<file path="src/design/lict_pkg.sv">
package lict_pkg;

    localparam int ID_W  = 64;
    localparam int CNT_W = 64;
    localparam int LIM_W = 5;

    localparam logic [LIM_W-1:0] LIMIT_RESET = 5'd16;

    typedef enum logic {
        ST_IDLE,
        ST_UPDATE
    } state_t;

    // per-cell control from the sequencer
    typedef struct packed {
        logic capture;
        logic shift;
        logic resident;
    } cell_ctrl_t;

endpackage

</file>
<file path="src/design/lict_cell.sv">
module lict_cell import lict_pkg::*;
(
    input  logic            clk,
    input  logic            rst_n,
    input  cell_ctrl_t      ctrl,
    input  logic [ID_W-1:0] key,
    input  logic [ID_W-1:0] prev_id,
    output logic [ID_W-1:0] id,
    output logic            match
);

    logic [ID_W-1:0] id_reg;
    logic            match_reg;
    logic            match_next;

    // identifier moves one place toward least recent when shifted
    always_ff @(posedge clk)
    begin
        if (ctrl.shift)
        begin
            id_reg <= prev_id;
        end
    end

    always_comb
    begin
        match_next = match_reg;
        if (ctrl.capture)
        begin
            match_next = ctrl.resident && (id_reg == key);
        end
    end

    always_ff @(posedge clk or negedge rst_n)
    begin
        if (!rst_n)
        begin
            match_reg <= 1'b0;
        end
        else
        begin
            match_reg <= match_next;
        end
    end

    assign id    = id_reg;
    assign match = match_reg;

endmodule

</file>
<file path="config.mk">
export PLATFORM = sky130hd
export DESIGN_NAME = lict_cell
export DESIGN_NICKNAME = d
export VERILOG_FILES = /design/src/design/lict_pkg.sv /design/src/design/lict_cell.sv
export SDC_FILE = /design/constraint.sdc
export NUM_CORES = 1
export LEC_CHECK = 0
export BUFFER_PORTS_ARGS = -buffer_cell sky130_fd_sc_hd__buf_2
export CAP_MARGIN = 20
export CORE_MARGIN = 2
export CORE_UTILIZATION = 44
export CTS_CLUSTER_SIZE = 40
export DETAILED_ROUTE_END_ITERATION = 16
export PLACE_DENSITY_LB_ADDON = 0.15
export SKIP_LAST_GASP = 1
export SLEW_MARGIN = 20
export SYNTH_ARGS = -nofsm -noshare
export SYNTH_HDL_FRONTEND = slang
export SYNTH_SLANG_ARGS = --single-unit
</file>
<file path="constraint.sdc">
create_clock -name clk -period 4.6 [get_ports clk]
set_input_delay 0 -clock clk [delete_from_list [all_inputs] [get_ports clk]]
set_output_delay 0 -clock clk [all_outputs]
set_load 0.02 [all_outputs]
</file>
* After elaboration in Yosys (flattened, before gate mapping)
Cells that the tools add are included.
** Word-level totals
- Bits in registers :: 65
- Bits of input ports :: 133
- Output and inout port bits :: 65
- Word-level logic and storage cells :: 4
** Operators by class
- Eq/ne operators :: 1
- Reductions and logical operators :: 1
** Operators with widths (count)
- 64-bit == test :: 1
- 1-bit logical AND :: 1

* Depth between registers and ports, before layout
Gate-level depths: netlist of the first run.
- Depth in word-level cells :: 2
- Gate-level depth with buffers :: 5
- Mapped depth without buffers :: 5

* Worst setup path before layout of the first run
OpenSTA, ideal clock, no wires.
- Path type :: flip-flop to flip-flop
- Start :: reg id_reg[63], in the netlist id[63]
- End :: reg match_reg, in the netlist match
- Arrival time :: 1.710 ns
- Setup slack :: 2.798 ns
- Cell stages (with the launch flop) :: 6
- Buffers on the path :: 0
- Path through :: edfxtp_1 nor2b_1 a2111o_1 a2111oi_2 nand4_1 o31ai_2
** On the way
- Cells in the longest elaborated chain, start to end :: 2
** RTL lines
- start: declaration :: RTL line lict_cell.sv:12 : logic [ID_W-1:0] id_reg;
- start signal: assignment :: RTL line lict_cell.sv:21 : id_reg <= prev_id;
- 64-bit == test :: RTL line lict_cell.sv:30 : match_next = ctrl.resident && (id_reg == key);
- 1-bit logical AND :: RTL line lict_cell.sv:30
- end signal: assignment :: RTL line lict_cell.sv:42 : match_reg <= match_next;
- end: declaration :: RTL line lict_cell.sv:13 : logic match_reg;
No other way between the ends.
A chain may end at the register's enable or synchronous reset.

* Worst setup path after layout of the first run
- Start :: reg id_reg[57], in the netlist id[57]
- End :: reg match_reg, in the netlist match
Same word-level chain as after synthesis.

==> results of run 1 <==
[kinds of logic (layout without fill, tap and decap cells)]
group,count (synthesis),after routing,synth area share
compound gates,17,17,0.0564
xor+xnor,45,45,0.143
buf+inv,14,294,0.0191
flops,65,65,0.708
simple gates,33,33,0.0737
[metal layers]
| metal | vias to the layer above | part of all wire |
|---|---|---|
| li1 | 1202 | - |
| met1 | 1106 | 0.38 |
| met2 | 132 | 0.52 |
| met3 | 23 | 0.074 |
| met4 | 0 | 0.026 |
| met5 | - | 0 |
[how the worst max path moves through the flow]
stage	startpoint	endpoint	slack (ns)	depth (start not counted)
detailed placement	id[57]$_DFFE_PP_	match$_DFFE_PN0P_	2.83	5
floorplan	id[63]$_DFFE_PP_	match$_DFFE_PN0P_	2.80	5
global route	id[57]$_DFFE_PP_	match$_DFFE_PN0P_	2.58	5
finish	id[57]$_DFFE_PP_	match$_DFFE_PN0P_	2.83	5
CTS	id[57]$_DFFE_PP_	match$_DFFE_PN0P_	2.81	5
global placement	id[63]$_DFFE_PP_	match$_DFFE_PN0P_	2.88	5
[placed cells by master, fill, tap and decap left out, types with 2 or more instances in the layout]
| cell type | count |
|---|---|
| nand3_1 | 2 |
| inv_2 | 5 |
| nor2b_1 | 5 |
| clkinv_1 | 3 |
| a2111oi_2 | 2 |
| dlygate4sd3_1 | 67 |
| o22ai_1 | 5 |
| o2bb2ai_1 | 3 |
| nand4_1 | 12 |
| nand2b_1 | 5 |
| nand2_1 | 3 |
| xor2_1 | 2 |
| buf_2 | 197 |
| xnor2_1 | 43 |
| a22o_1 | 2 |
| edfxtp_1 | 64 |
| inv_1 | 8 |
| clkbuf_8 | 9 |
| clkinv_2 | 2 |
| nor4_1 | 3 |
[power by group]
group | leakage, uW | total, uW | internal [uW] | switching, uW
Combinational | 0.00130 | 294 | 151 | 143
Sequential | 0.000640 | 737 | 705 | 32.1
Clock | 0.0000910 | 445 | 242 | 203
[stage by stage]
stage	area (um^2)	instances	total power [uW]
after global placement	3840	447	990
after floorplan	2750	174	868
after global routing	4680	529	1540
after CTS	4680	529	1480
after detailed placement	3840	447	995
final	4680	529	1480
[worst register-to-register path, stage by stage, from the launching register on]
cell and delay, ns:
edfxtp_1 0.40, xor2_1 0.17, a211o_1 0.27, a2111oi_0 0.40, o2111ai_1 0.20, o31ai_2 0.24
[timing repair]
action | CTS | global route
hold buffers | 67 | 0
hold endpoints to repair | 66 | 0
setup endpoints to repair | 0 | 0
[final cells by class]
type / instances / area share
clock buffer: 10 / 0.0272
clock inverter: 5 / 0.0101
inverter: 14 / 0.0112
multi-input combinational: 95 / 0.161
sequential: 65 / 0.416
tap: 75 / 0.0200
timing repair buffer: 265 / 0.355
==> metrics.md, run 1 <==
| Metric | Value |
|---|---|
| Number of synthesized register bits | `65` |
| Grt peak-use layer | `met2` |
| Storage element area | `between 1500 and 2000 um^2` |
| Period utilization | `0.386` |
| Worst IR Drop VDD | `between 200 and 250 uV` |
| Post-CTS setup buffers | `0` |
| Synth top area share | `0.698` |
| Row count | `28` |
| Final Util | `0.782` |
| Max_slew headroom | `0.465` |
| TritonCTS Sinks | `65` |
| Mapped Avg Cell Area | `roughly 16 um^2` |
| Total core area | `roughly 6000 um^2` |
| Synthesis-to-layout area growth | `70.3%` |
| Most frequent cell after synthesis | `edfxtp_1` |
| Initial antenna violation count | `0` |
| Crit path max-delay family | `compound AO/OA/AOI/OAI gates` |
| Largest stage delay, worst path | `~0.40 ns` |
| Share of layout cells above drive strength 1 | `0.482` |
| Post-place setup slack | `roughly 2.8 ns` |
| Reg-to-Reg Start | `id[57]$_DFFE_PP_` |
| FFs w/ async S/R, synth | `0.0154` |
| H-tree depth | `3` |
| Worst setup EP type | `register` |
| Post-Route WL | `8060 um` |
| Seq/Total Area, Yosys | `0.708` |
| Outcome | `finished clean` |
| Largest net degree at the start of global routing | `between 60 and 70` |
| Worst-path fanout max | `2` |
| Critical path type | `reg -> reg` |
| CP arrival | `2.01 ns` |
| DIE AREA | `about 6900 um^2` |
| Vias in the first global route | `2,718` |
| R2r setup slk | `roughly 2.8 ns` |
| Cell area after synthesis | `between 2000 and 3000 um^2` |
| Io pins | `roughly 200` |
| CP Buf/Inv Count | `0` |
| Area leader, netlist | `edfxtp_1` |
| Leak | `between 0.002 and 0.0025 uW` |
| Initial DRC count | `between 80 and 90` |
| Fin Setup TNS | `0 ns` |
| Final Max Slew Viols | `0` |
| Hold path endpoint | `match$_DFFE_PN0P_` |
| Filler Cells Inserted | `394` |
| Syn. warnings | `0` |
| CTS tree | `yes` |
| Mapped Cells | `approximately 170` |
| Post_cts resized | `0` |
| Max-cap violations | `0` |
| Crit-path slowest cell | `edfxtp_1` |
| Gr usage total | `0.238` |
| Largest register FFs | `64` |
| DRT Pass-1 Iters | `4` |
| DRC | `0` |
| Antenna Cells | `0` |
| Avg WL per Cell | `between 15 and 20 um` |
| Synth cell types | `25` |
| Area of the multi-input gates | `approximately 750 um^2` |
| Cell Chain, Critical Path | `xor2_1, a211o_1, a2111oi_0, o2111ai_1, o31ai_2` |
| First-pass GRT wire length | `12,700 um` |
| Hold crit path type | `in -> reg` |
| Startpoint Class | `register` |
| Post-Syn Nets | `around 310` |
| FF-to-FF End | `match$_DFFE_PN0P_` |
| Fin nets | `around 580` |
| Clk root buf | `clkbuf_8` |
| DIE WIDTH | `approximately 83 um` |
| Hold Crit Depth | `4` |
| Routed vias | `roughly 2,500` |
| Final Wtd Congestion | `~0.81` |
| CTS max path bufs | `2` |
| Post-route minimum period | `around 1.8 ns` |
| Initial core utilization | `0.459` |
| Total CTS buffers | `9` |
| Worst-path clk slew | `approximately 0.060 ns` |
| Final worst slack | `roughly 2.8 ns` |
| Hold Fails Final Rpt | `0` |
| Fmax | `between 500 and 600 MHz` |
| Worst hold slack | `0.0198 ns` |
| Synth Flop Type | `edfxtp_1` |
| Vias per std cell | `4.66` |
| GR Overflow Total | `0` |
| Routed Antenna Nets | `0` |
| Met2 GRT Util | `0.426` |
| EDFF count, synth | `64` |
| Worst Skew | `~0.0095 ns` |
| Die H | `83.1 um` |
| Post-synth top cells | `edfxtp_1, xnor2_1, nand4_1, inv_1` |
| Final setup viols | `0` |
| Slew @ Worst Pin | `about 0.8 ns` |
| M1 GR Usage | `0.264` |
| Port Buffers | `a little under 200` |
| Hold_sp | `key[23]` |
| Area contributors post-synth | `edfxtp_1, xnor2_1, nand4_1, nand2b_1, nor2b_1` |
| WP data required | `4.84 ns` |
| Met3 Track Usage GR | `0.0646` |
| Post-DP HPWL | `about 5500 um` |
| R2R cell count | `5` |
| P per Cell Area | `approximately 310 nW/um^2` |
| RSZ-0062 raised after global routing | `no` |
| Clock Latency Late Sink | `~0.33 ns` |
(Power assumes the default switching activity.)
==> run 2: changes to the inputs <==
Settings changed: CORE_UTILIZATION 44 to 41.
Clock period 4.6 ns to 1.7 ns, I/O delays scaled along.
==> run 2 against run 1 <==
Flip-flop and latch count unchanged. Critical path depth stayed put. Utilization shrank 4.7 points. Fmax is 11% higher. Combinational power increased to 2.8 times the previous value. Via count rose by 0.85%. First-iteration DRC count increased by 15%. Sequential power rose to 2.7 times the previous value. Wire length rose by 3.2%. Design area increased by 0.72%. Critical endpoint unchanged.
==> metrics.md, run 2 (synthesis gave the netlist of run 1 again) <==
| Metric | Value |
|---|---|
| Outcome | `finished clean (unchanged)` |
| Row count | `29 (was 28)` |
| Total core area | `6420 um^2 (was 5990 um^2)` |
| Final Max Slew Viols | `0 (unchanged)` |
| DIE WIDTH | `85.9 um (was 83.1 um)` |
| DRC | `0 (unchanged)` |
| Vias in the first global route | `2,639 (was 2,718)` |
| CP arrival | `1.84 ns (was 2.01 ns)` |
| Largest register FFs | `64 (unchanged)` |
| Clock Latency Late Sink | `0.33 ns (about the same)` |
| Vias per std cell | `4.66 (about the same)` |
| Post-route minimum period | `1.60 ns (was 1.77 ns)` |
| R2r setup slk | `0.1 ns (was 2.83 ns)` |
| TritonCTS Sinks | `65 (unchanged)` |
| Gr usage total | `0.225 (was 0.238)` |
| Total CTS buffers | `9 (unchanged)` |
| DRT Pass-1 Iters | `4 (unchanged)` |
| P per Cell Area | `850 nW/um^2 (was 315 nW/um^2)` |
| Hold crit path type | `in -> reg (unchanged)` |
| Largest net degree at the start of global routing | `34 (was 65)` |
| Startpoint Class | `register (unchanged)` |
| Period utilization | `0.942 (was 0.386)` |
| Die H | `85.9 um (was 83.1 um)` |
| CTS max path bufs | `2 (unchanged)` |
| Grt peak-use layer | `met2 (unchanged)` |
| CTS tree | `yes (unchanged)` |
| DIE AREA | `7380 um^2 (was 6900 um^2)` |
| Final Wtd Congestion | `0.848 (was 0.814)` |
| Port Buffers | `197 (unchanged)` |
| CP Buf/Inv Count | `0 (unchanged)` |
| Io pins | `198 (unchanged)` |
| Max-cap violations | `0 (unchanged)` |
| Most common cell after layout, fill and taps aside | `buf_2 (unchanged)` |
| GR Overflow Total | `0 (unchanged)` |
| Final setup viols | `0 (unchanged)` |
| Initial core utilization | `0.428 (was 0.459)` |
| Fin Setup TNS | `0 ns (unchanged)` |
| M1 GR Usage | `0.230 (was 0.264)` |
| WP data required | `1.94 ns (was 4.84 ns)` |
| Crit path max-delay family | `compound AO/OA/AOI/OAI gates (unchanged)` |
| Clk root buf | `clkbuf_8 (unchanged)` |
| Largest stage delay, worst path | `0.40 ns (about the same)` |
| Post-CTS setup buffers | `0 (unchanged)` |
| Worst-path fanout max | `2 (unchanged)` |
| Worst setup EP type | `register (unchanged)` |
| Antenna Cells | `0 (unchanged)` |
| Cell Chain, Critical Path | `xor2_1, a211o_1, a2111oi_2, o2111ai_1, o31ai_2 (was xor2_1, a211o_1, a2111oi_0, o2111ai_1, o31ai_2)` |
| Crit-path slowest cell | `edfxtp_1 (unchanged)` |
| Slew @ Worst Pin | `0.420 ns (was 0.802 ns)` |
| Fin nets | `585 (was 583)` |
| Share of layout cells above drive strength 1 | `0.489 (was 0.482)` |
| Most frequent cells in the layout | `buf_2, dlygate4sd3_1, edfxtp_1 (unchanged)` |
| Filler Cells Inserted | `460 (was 394)` |
| Initial DRC count | `97 (was 84)` |
| Worst-path clk slew | `0.07 ns (was 0.06 ns)` |
| First-pass GRT wire length | `12,400 um (was 12,700 um)` |
| Post-DP HPWL | `5820 um (was 5520 um)` |
| Met2 GRT Util | `0.422 (was 0.426)` |
| Max_slew headroom | `0.720 (was 0.465)` |
| Routed vias | `2,484 (was 2,463)` |
| Post-Route WL | `8320 um (was 8060 um)` |
| Hold Fails Final Rpt | `0 (unchanged)` |
| Synthesis-to-layout area growth | `71.5% (was 70.3%)` |
| RSZ-0062 raised after global routing | `no (unchanged)` |
| Routed Antenna Nets | `0 (unchanged)` |
| Leak | `0.00204 uW (was 0.00203 uW)` |
| Met3 Track Usage GR | `0.0597 (was 0.0646)` |
| Worst Skew | `0.00809 ns (was 0.00945 ns)` |
| Avg WL per Cell | `15.6 um (was 15.2 um)` |
| Critical path type | `reg -> reg (unchanged)` |
| H-tree depth | `3 (unchanged)` |
| Worst IR Drop VDD | `621 uV (was 217 uV)` |
| Initial antenna violation count | `0 (unchanged)` |
| Finished Cell Area | `4720 um^2 (was 4680 um^2)` |
| Placed cell area | `3850 um^2 (was 3840 um^2)` |
| Fmax | `624 MHz (was 564 MHz)` |
[run 2: changes by cell type in the layout (fill, tap and decap cells not counted), sizes merged]
cell / previous run / this run
dlygate4sd3: 67 / 68
clkbuf: 10 / 11
buf: 198 / 199
clkinv: 5 / 4
[run 2: path summary, 6_finish.rpt]
| kind | from | to | depth (start not counted) |
|---|---|---|---|
| min | key[59] | match$_DFFE_PN0P_ | 4 |
| max in group asynchronous | rst_n | match$_DFFE_PN0P_ | 3 |
| max reg2reg | id[57]$_DFFE_PP_ | match$_DFFE_PN0P_ | 5 |
| min reg2reg | match$_DFFE_PN0P_ | match$_DFFE_PN0P_ | 2 |
| max | id[57]$_DFFE_PP_ | match$_DFFE_PN0P_ | 5 |
| min in group asynchronous | rst_n | match$_DFFE_PN0P_ | 3 |
[run 2: cell type report]
| cell class | instances | area, um^2 | area share |
|---|---|---|---|
| clock inverter | 4 | 45.0 | 0.00955 |
| tap | 77 | 96.3 | 0.0204 |
| clock buffer | 11 | 131 | 0.0278 |
| timing repair buffer | 267 | 1680 | 0.356 |
| inverter | 14 | 52.6 | 0.0111 |
| multi-input combinational | 95 | 764 | 0.162 |
| sequential | 65 | 1950 | 0.413 |
[run 2: routing by layer]
| layer | share of wire | up-vias |
|---|---|---|
| met5 | 0 | - |
| met1 | 0.35 | 1129 |
| met2 | 0.54 | 130 |
| met3 | 0.079 | 18 |
| li1 | - | 1207 |
| met4 | 0.025 | 0 |
[run 2: what timing repair did]
| action | in CTS | in global routing |
|---|---|---|
| setup endpoints to repair | 0 | 1 |
| endpoints found under the hold margin | 66 | 0 |
| hold buffers | 68 | 0 |
| resized for setup | 0 | 1 |
[run 2: stage by stage]
| step | setup slack [ns] | utilization | std cells | power (uW) | hold slack [ns] |
|---|---|---|---|---|---|
| global placement | 0.00927 | 0.600 | 450 | 2690 | -0.217 |
| CTS | 0.0288 | 0.734 | 533 | 4030 | 0.0226 |
| global route | 0.00542 | 0.735 | 533 | 4190 | 0.0476 |
| detailed placement | 0.0509 | 0.600 | 450 | 2700 | -0.219 |
| floorplan | 0.0174 | - | 174 | 2350 | -0.296 |
| finish | 0.0984 | 0.735 | 533 | 4010 | 0.0330 |
[run 2: where the power goes]
| part | switching (uW) | total [uW] | internal [uW] |
|---|---|---|---|
| clock network | 551 | 1210 | 663 |
| logic | 396 | 809 | 412 |
| registers | 84.4 | 1990 | 1910 |
[run 2: worst min-delay path: cells and delay by family]
| kind | cells | cell delay, ns |
|---|---|---|
| buf+inv | 1 | 0.10 |
| simple gates | 1 | 0.10 |
| compound gates | 2 | 0.12 |
==> run 3: changes to the inputs <==
Settings changed: CORE_UTILIZATION 41 to 40.
==> run 3 against run 2 <==
Fmax down 2.5%. Sequential power about the same. Combinational power is 0.7% higher. Count of clock-buffer cells in the layout down 2. Critical path depth is the same. Power up 8.7%. First-iteration DRC count is 3.1% higher. Clock power is 28% higher. Utilization fell by 1.8 points. Clock skew about the same. Critical path type unchanged. Largest power group unchanged.
==> metrics.md, run 3 (synthesis gave the netlist of run 1 again) <==
| Metric | Value |
|---|---|
| Outcome | `finished clean (unchanged)` |
| Max_slew headroom | `0.696 (was 0.720)` |
| Most common cell after layout, fill and taps aside | `buf_2 (unchanged)` |
| Final setup viols | `0 (unchanged)` |
| Clock Latency Late Sink | `0.33 ns (about the same)` |
| Antenna Cells | `0 (unchanged)` |
| Gr usage total | `0.204 (was 0.225)` |
| Placed cells | `453 (was 450)` |
| Routed Antenna Nets | `0 (unchanged)` |
| Post-DP HPWL | `5660 um (was 5820 um)` |
| Internal | `3300 uW (was 2980 uW)` |
| Worst Skew | `0.00793 ns (was 0.00809 ns)` |
| Vias in the first global route | `2,534 (was 2,639)` |
| CP startpoint | `id[43]$_DFFE_PP_ (was id[57]$_DFFE_PP_)` |
| Share of layout cells above drive strength 1 | `0.496 (was 0.489)` |
| First-pass GRT wire length | `11,400 um (was 12,400 um)` |
| Switching power | `1070 uW (was 1030 uW)` |
| Clk root buf | `clkbuf_8 (unchanged)` |
| Slew @ Worst Pin | `0.456 ns (was 0.420 ns)` |
| Final Non-Filler Cells | `538 (was 533)` |
| Clock power share | `0.356 (was 0.302)` |
| CTS tree | `yes (unchanged)` |
| Worst setup EP type | `register (unchanged)` |
| Row count | `30 (was 29)` |
| TritonCTS Sinks | `65 (unchanged)` |
| Post-Route WL | `7970 um (was 8320 um)` |
| WP data required | `1.94 ns (about the same)` |
| Switching Share | `0.244 (was 0.257)` |
| Largest net degree at the start of global routing | `37 (was 34)` |
| GR Overflow Total | `0 (unchanged)` |
| Final Wtd Congestion | `0.887 (was 0.848)` |
| Hold Fails Final Rpt | `0 (unchanged)` |
| CTS max path bufs | `2 (unchanged)` |
| Most frequent cells in the layout | `buf_2, dlygate4sd3_1, edfxtp_1 (unchanged)` |
| Worst IR Drop VDD | `466 uV (was 621 uV)` |
| Reg-to-Reg Start | `id[43]$_DFFE_PP_ (was id[57]$_DFFE_PP_)` |
| Initial core utilization | `0.409 (was 0.428)` |
| Post-route minimum period | `1.64 ns (was 1.60 ns)` |
| DIE AREA | `7560 um^2 (was 7380 um^2)` |
| Io pins | `198 (unchanged)` |
| Fin Setup TNS | `0 ns (unchanged)` |
| Port Buffers | `197 (unchanged)` |
| Synthesis-to-layout area growth | `75.0% (was 71.5%)` |
| P per Cell Area | `906 nW/um^2 (was 850 nW/um^2)` |
| Fin nets | `586 (was 585)` |
| Final Max Slew Viols | `0 (unchanged)` |
| DRC | `0 (unchanged)` |
| Routed vias | `2,536 (was 2,484)` |
| CP arrival | `1.88 ns (was 1.84 ns)` |
| Avg WL per Cell | `14.8 um (was 15.6 um)` |
| Max-cap violations | `0 (unchanged)` |
| Total core area | `6720 um^2 (was 6420 um^2)` |
| Worst-path fanout max | `2 (unchanged)` |
| Initial DRC count | `100 (was 97)` |
| H-tree depth | `3 (unchanged)` |
| DRT Pass-1 Iters | `4 (unchanged)` |
| Sequential share of power | `0.457 (was 0.496)` |
| Hold_sp | `key[59] (unchanged)` |
| Leak | `0.00208 uW (was 0.00204 uW)` |
| Logic pwr share | `0.187 (was 0.202)` |
| Hold crit path type | `in -> reg (unchanged)` |
| Startpoint Class | `register (unchanged)` |
| Fmax | `609 MHz (was 624 MHz)` |
| Critical path type | `reg -> reg (unchanged)` |
| Initial antenna violation count | `0 (unchanged)` |
| DIE WIDTH | `86.9 um (was 85.9 um)` |
| Period utilization | `0.967 (was 0.942)` |
| Worst-path clk slew | `0.07 ns (about the same)` |
| Die H | `86.9 um (was 85.9 um)` |
| Total CTS buffers | `9 (unchanged)` |
| Largest register FFs | `64 (unchanged)` |
| Vias per std cell | `4.71 (was 4.66)` |
run 3: cell types whose count changed in the layout (fill, tap and decap cells not counted):
cell / before / now
a2111oi_2: 3 / 2
a2111oi_4: 0 / 1
buf_4: 2 / 3
bufinv_16: 1 / 3
clkbuf_1: 2 / 0
clkinv_1: 1 / 2
clkinv_2: 3 / 0
clkinv_4: 0 / 2
clkinvlp_4: 0 / 1
xnor2_1: 43 / 42
xnor2_2: 0 / 1
run 3: final timing paths:
path	end	slack, ns	cells after the start
max	match$_DFFE_PN0P_	0.06	5
min	match$_DFFE_PN0P_	0.03	4
max reg2reg	match$_DFFE_PN0P_	0.06	5
min reg2reg	match$_DFFE_PN0P_	0.56	2
max in group asynchronous	match$_DFFE_PN0P_	1.06	3
min in group asynchronous	match$_DFFE_PN0P_	0.53	3
run 3: cell type report:
type / instances / area (um^2)
Clock buffer: 9 / 124
Clock inverter: 7 / 119
Fill cell: 509 / 1900
Inverter: 14 / 52.6
Multi-Input combinational cell: 95 / 785
Sequential cell: 65 / 1950
Tap cell: 80 / 100
Timing Repair Buffer: 268 / 1690
run 3: what timing repair did:
item / CTS / global route
buffers inserted: 0 / 1
gates resized for setup: 0 / 3
hold endpoints to repair: 66 / 0
endpoints found under the setup margin: 0 / 1
hold buffers: 68 / 0
run 3: metrics by stage:
step	total power (uW)	cell area, um^2	setup WS (ns)	hold WS [ns]	utilization
2_1_floorplan	2350	2760	0.0174	-0.296	-
3_3_place_gp	2690	3860	0.0840	-0.215	0.574
3_5_place_dp	2700	3860	0.0197	-0.218	0.574
4_1_cts	4380	4780	0.00283	0.00303	0.712
5_1_grt	4540	4820	-0.0626	0.0324	0.717
6_report	4360	4820	0.0569	0.0308	0.717
run 3: layer usage:
layer | up-vias | wire length [um] | global-route usage
met5 | - | 0 | 0
met1 | 1168 | 2880 | 0.211
li1 | 1213 | - | -
met2 | 139 | 4320 | 0.376
met3 | 16 | 601 | 0.0569
met4 | 0 | 160 | 0.0994
run 3: critical path: stages (launching register included):
cell	delay (ns)
edfxtp_1	0.38
nor2b_1	0.15
a2111o_1	0.42
a2111oi_4	0.28
nand4_1	0.14
o31ai_2	0.19
run 3: power by group through the flow:
stage	clock (uW)	combinational, uW	sequential, uW
global placement	0	665	2020
floorplan	0	178	2170
CTS	1590	798	1990
global route	1660	871	2010
finish	1550	815	1990
detailed placement	0	673	2020
